===== src/rtl/disjoint_set_union_find_core_macros.svh =====
// Assertion macros shared by the union-find core modules.
`ifndef DISJOINT_SET_UNION_FIND_CORE_MACROS_SVH
`define DISJOINT_SET_UNION_FIND_CORE_MACROS_SVH

// The consequent must hold in the same cycle as the antecedent.
`define DSUF_CHECK_NOW(label, ante, cons, msg) \
    label: assert property (@(posedge clk) disable iff (!rst_n) (ante) |-> (cons)) \
        else $error(msg);

// The consequent must hold in the cycle after the antecedent.
`define DSUF_CHECK_NEXT(label, ante, cons, msg) \
    label: assert property (@(posedge clk) disable iff (!rst_n) (ante) |=> (cons)) \
        else $error(msg);

`endif


===== src/rtl/dsuf_pkg.sv =====
// Types, constants and the microcode store of the union-find core.
`timescale 1ns / 1ps

package dsuf_pkg;

    localparam int NODE_W    = 10;
    localparam int SIZE_W    = 11;
    localparam int NODE_SPAN = 1 << NODE_W;
    localparam int STEP_W    = 5;

    typedef logic [STEP_W-1:0] step_t;

    typedef struct packed {
        logic              cmd;
        logic [NODE_W-1:0] node_a;
        logic [NODE_W-1:0] node_b;
    } req_t;

    typedef struct packed {
        logic [NODE_W-1:0] root;
        logic [SIZE_W-1:0] set_size;
        logic              merged;
    } rsp_t;

    typedef enum logic [3:0] {
        OP_NOP,
        OP_RD_PAR,
        OP_FOLLOW,
        OP_RESTART,
        OP_COMPRESS,
        OP_SAVE_A,
        OP_RD_CNT_B,
        OP_RD_CNT_A,
        OP_MERGE,
        OP_CAPTURE,
        OP_LONE,
        OP_EMIT
    } dp_op_t;

    typedef enum logic [3:0] {
        COND_NEVER,
        COND_ALWAYS,
        COND_NO_REQ,
        COND_A_OUT,
        COND_NOT_ROOT,
        COND_AT_ROOT,
        COND_NO_MERGE,
        COND_SAME,
        COND_OUT_FREE
    } cond_t;

    typedef struct packed {
        dp_op_t op;
        cond_t  cond;
        step_t  target;
    } uword_t;

    typedef struct packed {
        logic is_root;
        logic at_root;
        logic a_out;
        logic no_merge;
        logic same_root;
        logic clearing;
    } status_t;

    localparam step_t ST_WAIT   = 5'd0;
    localparam step_t ST_CHK_A  = 5'd1;
    localparam step_t ST_WALK_A = 5'd2;
    localparam step_t ST_HOP_A  = 5'd3;
    localparam step_t ST_RST_A  = 5'd4;
    localparam step_t ST_CRD_A  = 5'd5;
    localparam step_t ST_CWR_A  = 5'd6;
    localparam step_t ST_SAVE_A = 5'd7;
    localparam step_t ST_WALK_B = 5'd8;
    localparam step_t ST_HOP_B  = 5'd9;
    localparam step_t ST_RST_B  = 5'd10;
    localparam step_t ST_CRD_B  = 5'd11;
    localparam step_t ST_CWR_B  = 5'd12;
    localparam step_t ST_CMP_R  = 5'd13;
    localparam step_t ST_RD_A   = 5'd14;
    localparam step_t ST_MERGE  = 5'd15;
    localparam step_t ST_FIN    = 5'd16;
    localparam step_t ST_CAPT   = 5'd17;
    localparam step_t ST_EMIT   = 5'd18;
    localparam step_t ST_HOLD   = 5'd19;
    localparam step_t ST_LONE   = 5'd20;

    // A step jumps to its target when its condition holds, else falls through.
    function automatic uword_t ucode(input step_t s);
        uword_t w;
        case (s)
            ST_WAIT:   w = '{OP_NOP,      COND_NO_REQ,   ST_WAIT};
            ST_CHK_A:  w = '{OP_NOP,      COND_A_OUT,    ST_LONE};
            ST_WALK_A: w = '{OP_RD_PAR,   COND_NEVER,    ST_WAIT};
            ST_HOP_A:  w = '{OP_FOLLOW,   COND_NOT_ROOT, ST_WALK_A};
            ST_RST_A:  w = '{OP_RESTART,  COND_NEVER,    ST_WAIT};
            ST_CRD_A:  w = '{OP_RD_PAR,   COND_AT_ROOT,  ST_SAVE_A};
            ST_CWR_A:  w = '{OP_COMPRESS, COND_ALWAYS,   ST_CRD_A};
            ST_SAVE_A: w = '{OP_SAVE_A,   COND_NO_MERGE, ST_FIN};
            ST_WALK_B: w = '{OP_RD_PAR,   COND_NEVER,    ST_WAIT};
            ST_HOP_B:  w = '{OP_FOLLOW,   COND_NOT_ROOT, ST_WALK_B};
            ST_RST_B:  w = '{OP_RESTART,  COND_NEVER,    ST_WAIT};
            ST_CRD_B:  w = '{OP_RD_PAR,   COND_AT_ROOT,  ST_CMP_R};
            ST_CWR_B:  w = '{OP_COMPRESS, COND_ALWAYS,   ST_CRD_B};
            ST_CMP_R:  w = '{OP_RD_CNT_B, COND_SAME,     ST_FIN};
            ST_RD_A:   w = '{OP_RD_CNT_A, COND_NEVER,    ST_WAIT};
            ST_MERGE:  w = '{OP_MERGE,    COND_NEVER,    ST_WAIT};
            ST_FIN:    w = '{OP_RD_CNT_A, COND_NEVER,    ST_WAIT};
            ST_CAPT:   w = '{OP_CAPTURE,  COND_NEVER,    ST_WAIT};
            ST_EMIT:   w = '{OP_EMIT,     COND_OUT_FREE, ST_WAIT};
            ST_HOLD:   w = '{OP_NOP,      COND_ALWAYS,   ST_EMIT};
            ST_LONE:   w = '{OP_LONE,     COND_ALWAYS,   ST_EMIT};
            default:   w = '{OP_NOP,      COND_ALWAYS,   ST_WAIT};
        endcase
        return w;
    endfunction

endpackage


===== src/rtl/dsuf_sequencer.sv =====
// Step counter, microcode store lookup and jump condition select.
`timescale 1ns / 1ps
`include "disjoint_set_union_find_core_macros.svh"

module dsuf_sequencer
    import dsuf_pkg::*;
(
    input  logic    clk,
    input  logic    rst_n,
    input  status_t status,
    input  logic    take,
    input  logic    out_free,
    output uword_t  uw,
    output logic    idle
);

    step_t step_reg;
    step_t step_next;
    logic  jump;

    assign uw   = ucode(step_reg);
    assign idle = (step_reg == ST_WAIT);

    always_comb
    begin
        case (uw.cond)
            COND_NEVER:    jump = 1'b0;
            COND_ALWAYS:   jump = 1'b1;
            COND_NO_REQ:   jump = !take;
            COND_A_OUT:    jump = status.a_out;
            COND_NOT_ROOT: jump = !status.is_root;
            COND_AT_ROOT:  jump = status.at_root;
            COND_NO_MERGE: jump = status.no_merge;
            COND_SAME:     jump = status.same_root;
            COND_OUT_FREE: jump = out_free;
            default:       jump = 1'b1;
        endcase
        step_next = jump ? uw.target : step_t'(step_reg + 1'b1);
    end

    always_ff @(posedge clk or negedge rst_n)
    begin
        if (!rst_n)
        begin
            step_reg <= ST_WAIT;
        end
        else
        begin
            step_reg <= step_next;
        end
    end

    `DSUF_CHECK_NEXT(a_take_starts_program, take, step_reg == ST_CHK_A, "request did not start the program")
    `DSUF_CHECK_NEXT(a_emit_returns, (uw.op == OP_EMIT) && out_free, step_reg == ST_WAIT, "emit did not return to wait")

endmodule


===== config.mk =====
export PLATFORM = sky130hd
export DESIGN_NAME = dsuf_sequencer
export DESIGN_NICKNAME = d
export VERILOG_FILES = /design/src/rtl/dsuf_pkg.sv /design/src/rtl/dsuf_sequencer.sv
export VERILOG_INCLUDE_DIRS = /design/src /design/src/rtl
export SDC_FILE = /design/constraint.sdc
export NUM_CORES = 1
export LEC_CHECK = 0
export BUFFER_PORTS_ARGS = -buffer_cell sky130_fd_sc_hd__clkbuf_2
export CORE_AREA = 2 2 49 51
export DETAILED_ROUTE_END_ITERATION = 7
export DIE_AREA = 0 0 51 53
export PLACE_DENSITY = 0.73
export SLEW_MARGIN = 10
export SYNTH_ARGS = -nofsm -noshare
export SYNTH_HDL_FRONTEND = slang
export SYNTH_SLANG_ARGS = --single-unit

===== constraint.sdc =====
create_clock -name clk -period 3.2 [get_ports clk]
set_input_delay 0.32 -clock clk [delete_from_list [all_inputs] [get_ports clk]]
set_output_delay 0.32 -clock clk [all_outputs]
set_load 0.02 [all_outputs]

======== Word-level counts from Yosys, hierarchy flattened ========
Memory sizes are Yosys's and may differ from the RTL's.
Cells that the tools add are included.
storage, ports and cells
  bits in registers ....................... 5
  bits in read-only memories .............. 416
  input bits .............................. 10
  output and inout bits ................... 14
  memories ................................ 1
operators by class
  add/subtract/negate cells ............... 1
  equal/unequal tests ..................... 7
  mux-type cells .......................... 2
  reduce and logical (&&, ||, !) cells .... 4
memory list
  memory           words  bits a word  rd ports  clocked after memory_dff  wr ports  line            text
  (no name shown)  32     13           1         0                         0         dsuf_pkg.sv:92  case (s)
operators with widths
  cell                 number
  $eq 4x3->1 const B   4
  $eq 4x2->1 const B   2
  $pmux 1 s8           1
  $add 5x1->5 const B  1
  $logic_not 5->1      1
  $mux 5               1
  $eq 4x4->1 const B   1
  $logic_not 4->1      1
  $logic_not 1->1      2

======== Longest topological paths before layout ========
Gate-level depths: netlist (run 1).
An unclocked memory read counts as a cell.
  depth in word-level cells ............... 4
  mapped depth ............................ 8
  depth with buffers taken out ............ 8

======== Worst setup path after synthesis (run 1) ========
No wires, ideal clock.
  path type ............................... flip-flop to flip-flop
  start point ............................. register step_reg[0]
  end point ............................... register step_reg[1]
  arrival time ............................ 2233 ps
  data required time ...................... 3075 ps
  slack ................................... 842 ps
  cell stages (with the launch flop) ...... 7
  buffers on the path ..................... 0
  cells stage by stage .................... dfrtp_1 -> inv_1 -> ha_1 -> mux4_2 -> o21a_2 -> mux2i_4 -> mux2_4
RTL lines
  item                    line                  text
  start, declared         dsuf_sequencer.sv:17  step_t step_reg;
  start signal, assigned  dsuf_sequencer.sv:49  step_reg <= step_next;

==> results of run 1 <==
worst register-to-register path: stages, from the launching register on:
cell     delay (ns)
dfrtp_1        0.51
inv_1          0.15
ha_1           0.39
mux4_2         0.46
o21a_2         0.25
mux2i_4        0.33
mux2_4         0.34
layout make-up:
cell class / instances / share of cell area
inverter: 6 / 0.0208
clock buffer: 4 / 0.0243
tap: 28 / 0.0324
sequential: 5 / 0.116
timing repair buffer: 24 / 0.118
multi-input combinational: 84 / 0.689
cells in the mapped netlist (3+ instances only):
| cell | number | area [µm²] |
|---|---|---|
| nor2b_1 | 5 | 31.3 |
| nor2_1 | 4 | 15.0 |
| nand2_1 | 7 | 26.3 |
| mux2_4 | 6 | 90.1 |
| inv_1 | 6 | 22.5 |
| buf_6 | 3 | 33.8 |
| o21ai_0 | 6 | 30.0 |
| dfrtp_1 | 5 | 125 |
| mux2i_1 | 5 | 50.1 |
| a21oi_1 | 4 | 20.0 |
| ha_1 | 10 | 125 |
placed cells by master (no fill, tap or decap), types with 2 or more instances in the layout:
cell type / n
inv_1: 6
nor2_1: 4
a21oi_1: 4
ha_1: 10
nand2b_1: 2
dfrtp_1: 5
xnor2_1: 2
nand3_1: 2
nand2_1: 7
and2b_2: 2
mux2i_1: 5
o21ai_0: 6
o21a_1: 2
clkbuf_4: 3
clkbuf_2: 22
o31ai_1: 2
nor2b_1: 5
mux2_4: 6
per-stage QoR:
| step | instances | setup slack (ns) | hold slack [ns] | instance area, µm² |
|---|---|---|---|---|
| floorplan | 101 | 0.842 | 0.0244 | 952 |
| global placement | 146 | 0.673 | 0.136 | 1050 |
| detailed placement | 146 | 0.652 | 0.142 | 1050 |
| CTS | 151 | 0.526 | 0.427 | 1080 |
| global route | 151 | 0.341 | 0.433 | 1080 |
| finish | 151 | 0.568 | 0.425 | 1080 |
final timing paths:
check / from / endpoint / slack [ns] / depth (start not counted)
min in group clk: status[5] / step_reg[4]$_DFF_PN0_ / 0.85 / 5
hold reg to reg: step_reg[0]$_DFF_PN0_ / step_reg[0]$_DFF_PN0_ / 0.86 / 2
setup / recovery: step_reg[2]$_DFF_PN0_ / uw[1] / 0.57 / 5
hold / removal: rst_n / step_reg[1]$_DFF_PN0_ / 0.43 / 2
max in group asynchronous: rst_n / step_reg[2]$_DFF_PN0_ / 2.63 / 2
setup reg to reg: step_reg[0]$_DFF_PN0_ / step_reg[1]$_DFF_PN0_ / 0.65 / 6
kinds of logic after synthesis:
family / synth area share
AOI/OAI and AO/OA: 0.216
xor gates and xnor gates: 0.0276
adders and majority gates: 0.131
buffers and inverters: 0.0854
DFF: 0.131
muxes: 0.206
and+or+nand+nor: 0.202
repair_timing:
item                                   in CTS  in global routing
buffers inserted                            0                  0
hold buffers                                1                  0
endpoints found under the hold margin       5                  0
layer usage:
layer,up-vias,global-route usage
met5,-,0
met4,0,0.0586
met3,2,0.0424
met2,35,0.294
met1,383,0.217
li1,404,-
==> results_dict.tcl, run 1 <==
set metrics [dict create \
    status "complete, no violations" \
    drtIter0Drc 14 \
    gp_congestion 0.777 \
    avgSynthCellArea_um2 9.43 \
    antenna_found_initial 0 \
    nets 144 \
    synthCells 101 \
    viasPerCell 5.46 \
    post-route-util 0.504 \
    antennaDiodeCount 0 \
    synth_area_um2 952 \
    coreArea_mm2 0.00215 \
    synth_flop_cell "dfrtp_1" \
    cts_sinks 5 \
    met1Wirelength_um 1020 \
    cts_buffers 3 \
    yosysUniqueCellTypes 45 \
    clock_latency_ns 0.24 \
    fillers 209 \
    grt_pass1_wl_um 3510 \
    cts_root_buffer "clkbuf_4" \
    max-slew-margin-rel 0.531 \
    fin_tns_setup_ns 0 \
    startpoint_type "flop" \
    cp.arrival_ns 2.31 \
    cts.repair.resized 0 \
    largest_reg_flops 5 \
    setup_viol 0 \
    critPathTopFamily "flip-flops" \
    slowest_delay_ns 0.79 \
    slowest_stage "dfrtp_1" \
    dr.pass1.iters 4 \
    ant_nets 0 \
    max_freq_mhz 380 \
    ios 24 \
    hold_class "in -> async" \
    cp.required_ns 2.88 \
    final_hold_viol_count 0 \
    chipWidth_um 51 \
    placement_rows 17 \
    initial_core_util 0.443 \
    multi_input_area_um2 746 \
    vias 824 \
    met2WireLength_um 1030 \
    grt_pass1_vias 775 \
    die_h_um 53 \
    cts.htree.levels 1 \
    ys_seq_area_frac 0.131 \
    areaGrowthSynthToFinish_pct 13.7 \
    path_max_fanout 22 \
    overflow 0 \
    crit_buf_inv 2 \
    dieArea_mm2 0.00270 \
    grt_max_degree 23 \
    yosysWarnings 0 \
    finalClockSkew_ns 0.00558 \
    grtUsageTotal 0.175 \
    synth_enable_flop_cells 0 \
    criticalPathCategory "reg -> out" \
    drcViolationCount 0 \
    wl_met3_um 112 \
    period_needed_ns 2.63 \
    slew_viol_final 0 \
    ys_async_sr_fraction 1.00 \
    maxCapViolCount 0 \
    cts_tree "done" \
    highest_layer "met4" \
    regArea_um2 125 \
    final.period_utilization 0.823 \
    syn_nets 121 \
    tightest_slew_ns 0.703 \
    cp_cell_sequence "inv_1 > ha_1 > o21ai_0 > a21bo_2 > clkbuf_2" \
    io_buffers 22 \
    drive_gt1_frac 0.398 \
    path_clk_slew_ns 0.04 \
    cts_max_path_buffers 2 \
    ys_ff_latch 5 \
    rsz0062_at_grt "false" \
    wire_per_inst_um 14.4 \
    hpwl_um 1670 \
    wl_um 2180 \
    endpoint_kind "output pin" \
]
Power of run 1 is not shown: default switching activity piles up to over one toggle a cycle in this logic, so the estimate is an artifact.
==> run 2: changes to the inputs <==
- clock period: 3.2 -> 2.5 ns (I/O delays scaled with it)
==> results_dict.tcl, run 2 (synthesis gave the netlist of run 1 again) <==
set metrics [dict create \
    grt_pass1_wl_um 3770 \
    placement_rows 17 \
    grt_pass1_vias 823 \
    cp.required_ns 2.62 \
    criticalPathCategory "reg -> reg" \
    coreArea_mm2 0.00215 \
    hold_class "in -> async" \
    startpoint_type "flop" \
    setup_ws_ns 0.152 \
    cts_buffers 3 \
    pre_cts_slack_ns 0.142 \
    cts.htree.levels 1 \
    max_freq_mhz 426 \
    cts_sinks 5 \
    layout_commonest_cell "clkbuf_2" \
    rrSetupSlack_ns 0.15 \
    maxCapViolCount 0 \
    drcViolationCount 0 \
    mostFrequentLayoutCells "clkbuf_2 (22), ha_1 (10), nand2_1 (7), buf_4 (7)" \
    finalClockSkew_ns 0.000144 \
    dr.pass1.iters 4 \
    largest_reg_flops 5 \
    cts_tree "done" \
    drive_gt1_frac 0.426 \
    path_clk_slew_ns 0.04 \
    nets 150 \
    max-slew-margin-rel 0.685 \
    viasPerCell 5.41 \
    ios 24 \
    clock_latency_ns 0.23 \
    areaGrowthSynthToFinish_pct 19.3 \
    slew_viol_final 0 \
    overflow 0 \
    fin_tns_setup_ns 0 \
    setup_viol 0 \
    status "complete, no violations" \
    wl_um 2190 \
    period_needed_ns 2.35 \
    cp.arrival_ns 2.46 \
    antenna_found_initial 0 \
    endpoint_kind "flop" \
    post-route-util 0.529 \
    path_max_fanout 7 \
    chipWidth_um 51 \
    final.period_utilization 0.939 \
    hpwl_um 1790 \
    final_hold_viol_count 0 \
    grtUsageTotal 0.184 \
    io_buffers 22 \
    grt_max_degree 15 \
    cts_max_path_buffers 2 \
    reg2regPathDepth 8 \
    tightest_slew_ns 0.473 \
    postCtsSetupBuffers 0 \
    cts_root_buffer "clkbuf_4" \
    gp_congestion 0.840 \
    antennaDiodeCount 0 \
    ant_nets 0 \
    dieArea_mm2 0.00270 \
    rsz0062_at_grt "false" \
    wire_per_inst_um 14.0 \
    vias 850 \
    die_h_um 53 \
    initial_core_util 0.443 \
    drtIter0Drc 23 \
]
-- run 2: cell count changes in the layout (fill, tap and decap cells not counted) --
cell / previous run / this run
nor4_2: 1 / 0
nor4_4: 0 / 1
buf_4: 1 / 7
-- run 2: metrics by stage --
stage / cell area, µm² / instances / hold slack [ns]
5_1_grt: 1140 / 157 / 0.376
3_3_place_gp: 1090 / 152 / 0.0655
3_5_place_dp: 1090 / 152 / 0.0728
4_1_cts: 1130 / 157 / 0.364
2_1_floorplan: 952 / 101 / -0.0456
6_report: 1140 / 157 / 0.369
-- run 2: layer usage --
layer / vias to the layer above / track usage / part of all wire / wire length, µm
met5: - / 0 / 0 / 0
met4: 0 / 0.0270 / 0 / 0
met3: 0 / 0.0311 / 0.050 / 109
met2: 25 / 0.344 / 0.50 / 1090
met1: 401 / 0.224 / 0.45 / 997
li1: 424 / - / - / -
-- run 2: final timing paths --
kind	startpoint	to
max in group asynchronous	rst_n	step_reg[1]$_DFF_PN0_
worst min register to register	step_reg[0]$_DFF_PN0_	step_reg[0]$_DFF_PN0_
worst max-delay path	step_reg[0]$_DFF_PN0_	step_reg[1]$_DFF_PN0_
worst min-delay path	rst_n	step_reg[4]$_DFF_PN0_
min in group clk	step_reg[0]$_DFF_PN0_	step_reg[0]$_DFF_PN0_
worst max register to register	step_reg[0]$_DFF_PN0_	step_reg[1]$_DFF_PN0_
-- run 2: layout make-up --
class | instances | area [µm²]
Tap cell | 28 | 35.0
Timing Repair Buffer | 30 | 173
Multi-Input combinational cell | 84 | 754
Sequential cell | 5 | 125
Fill cell | 199 | 1010
Inverter | 6 | 22.5
Clock buffer | 4 | 26.3
-- run 2: what timing repair did --
action | CTS | global route
endpoints found under the hold margin | 5 | 0
gates resized for setup | 0 | 1
hold buffers | 1 | 0
endpoints found under the setup margin | 0 | 5
-- run 2: critical path, stage by stage (launching register included) --
cell and delay, ns:
dfrtp_1 0.37, buf_4 0.17, ha_1 0.24, mux2_4 0.30, a21oi_2 0.19, a2bb2oi_1 0.18, mux2i_1 0.13, mux2i_4 0.32
mux2_4 0.33
Power of run 2 is left out for the same reason.
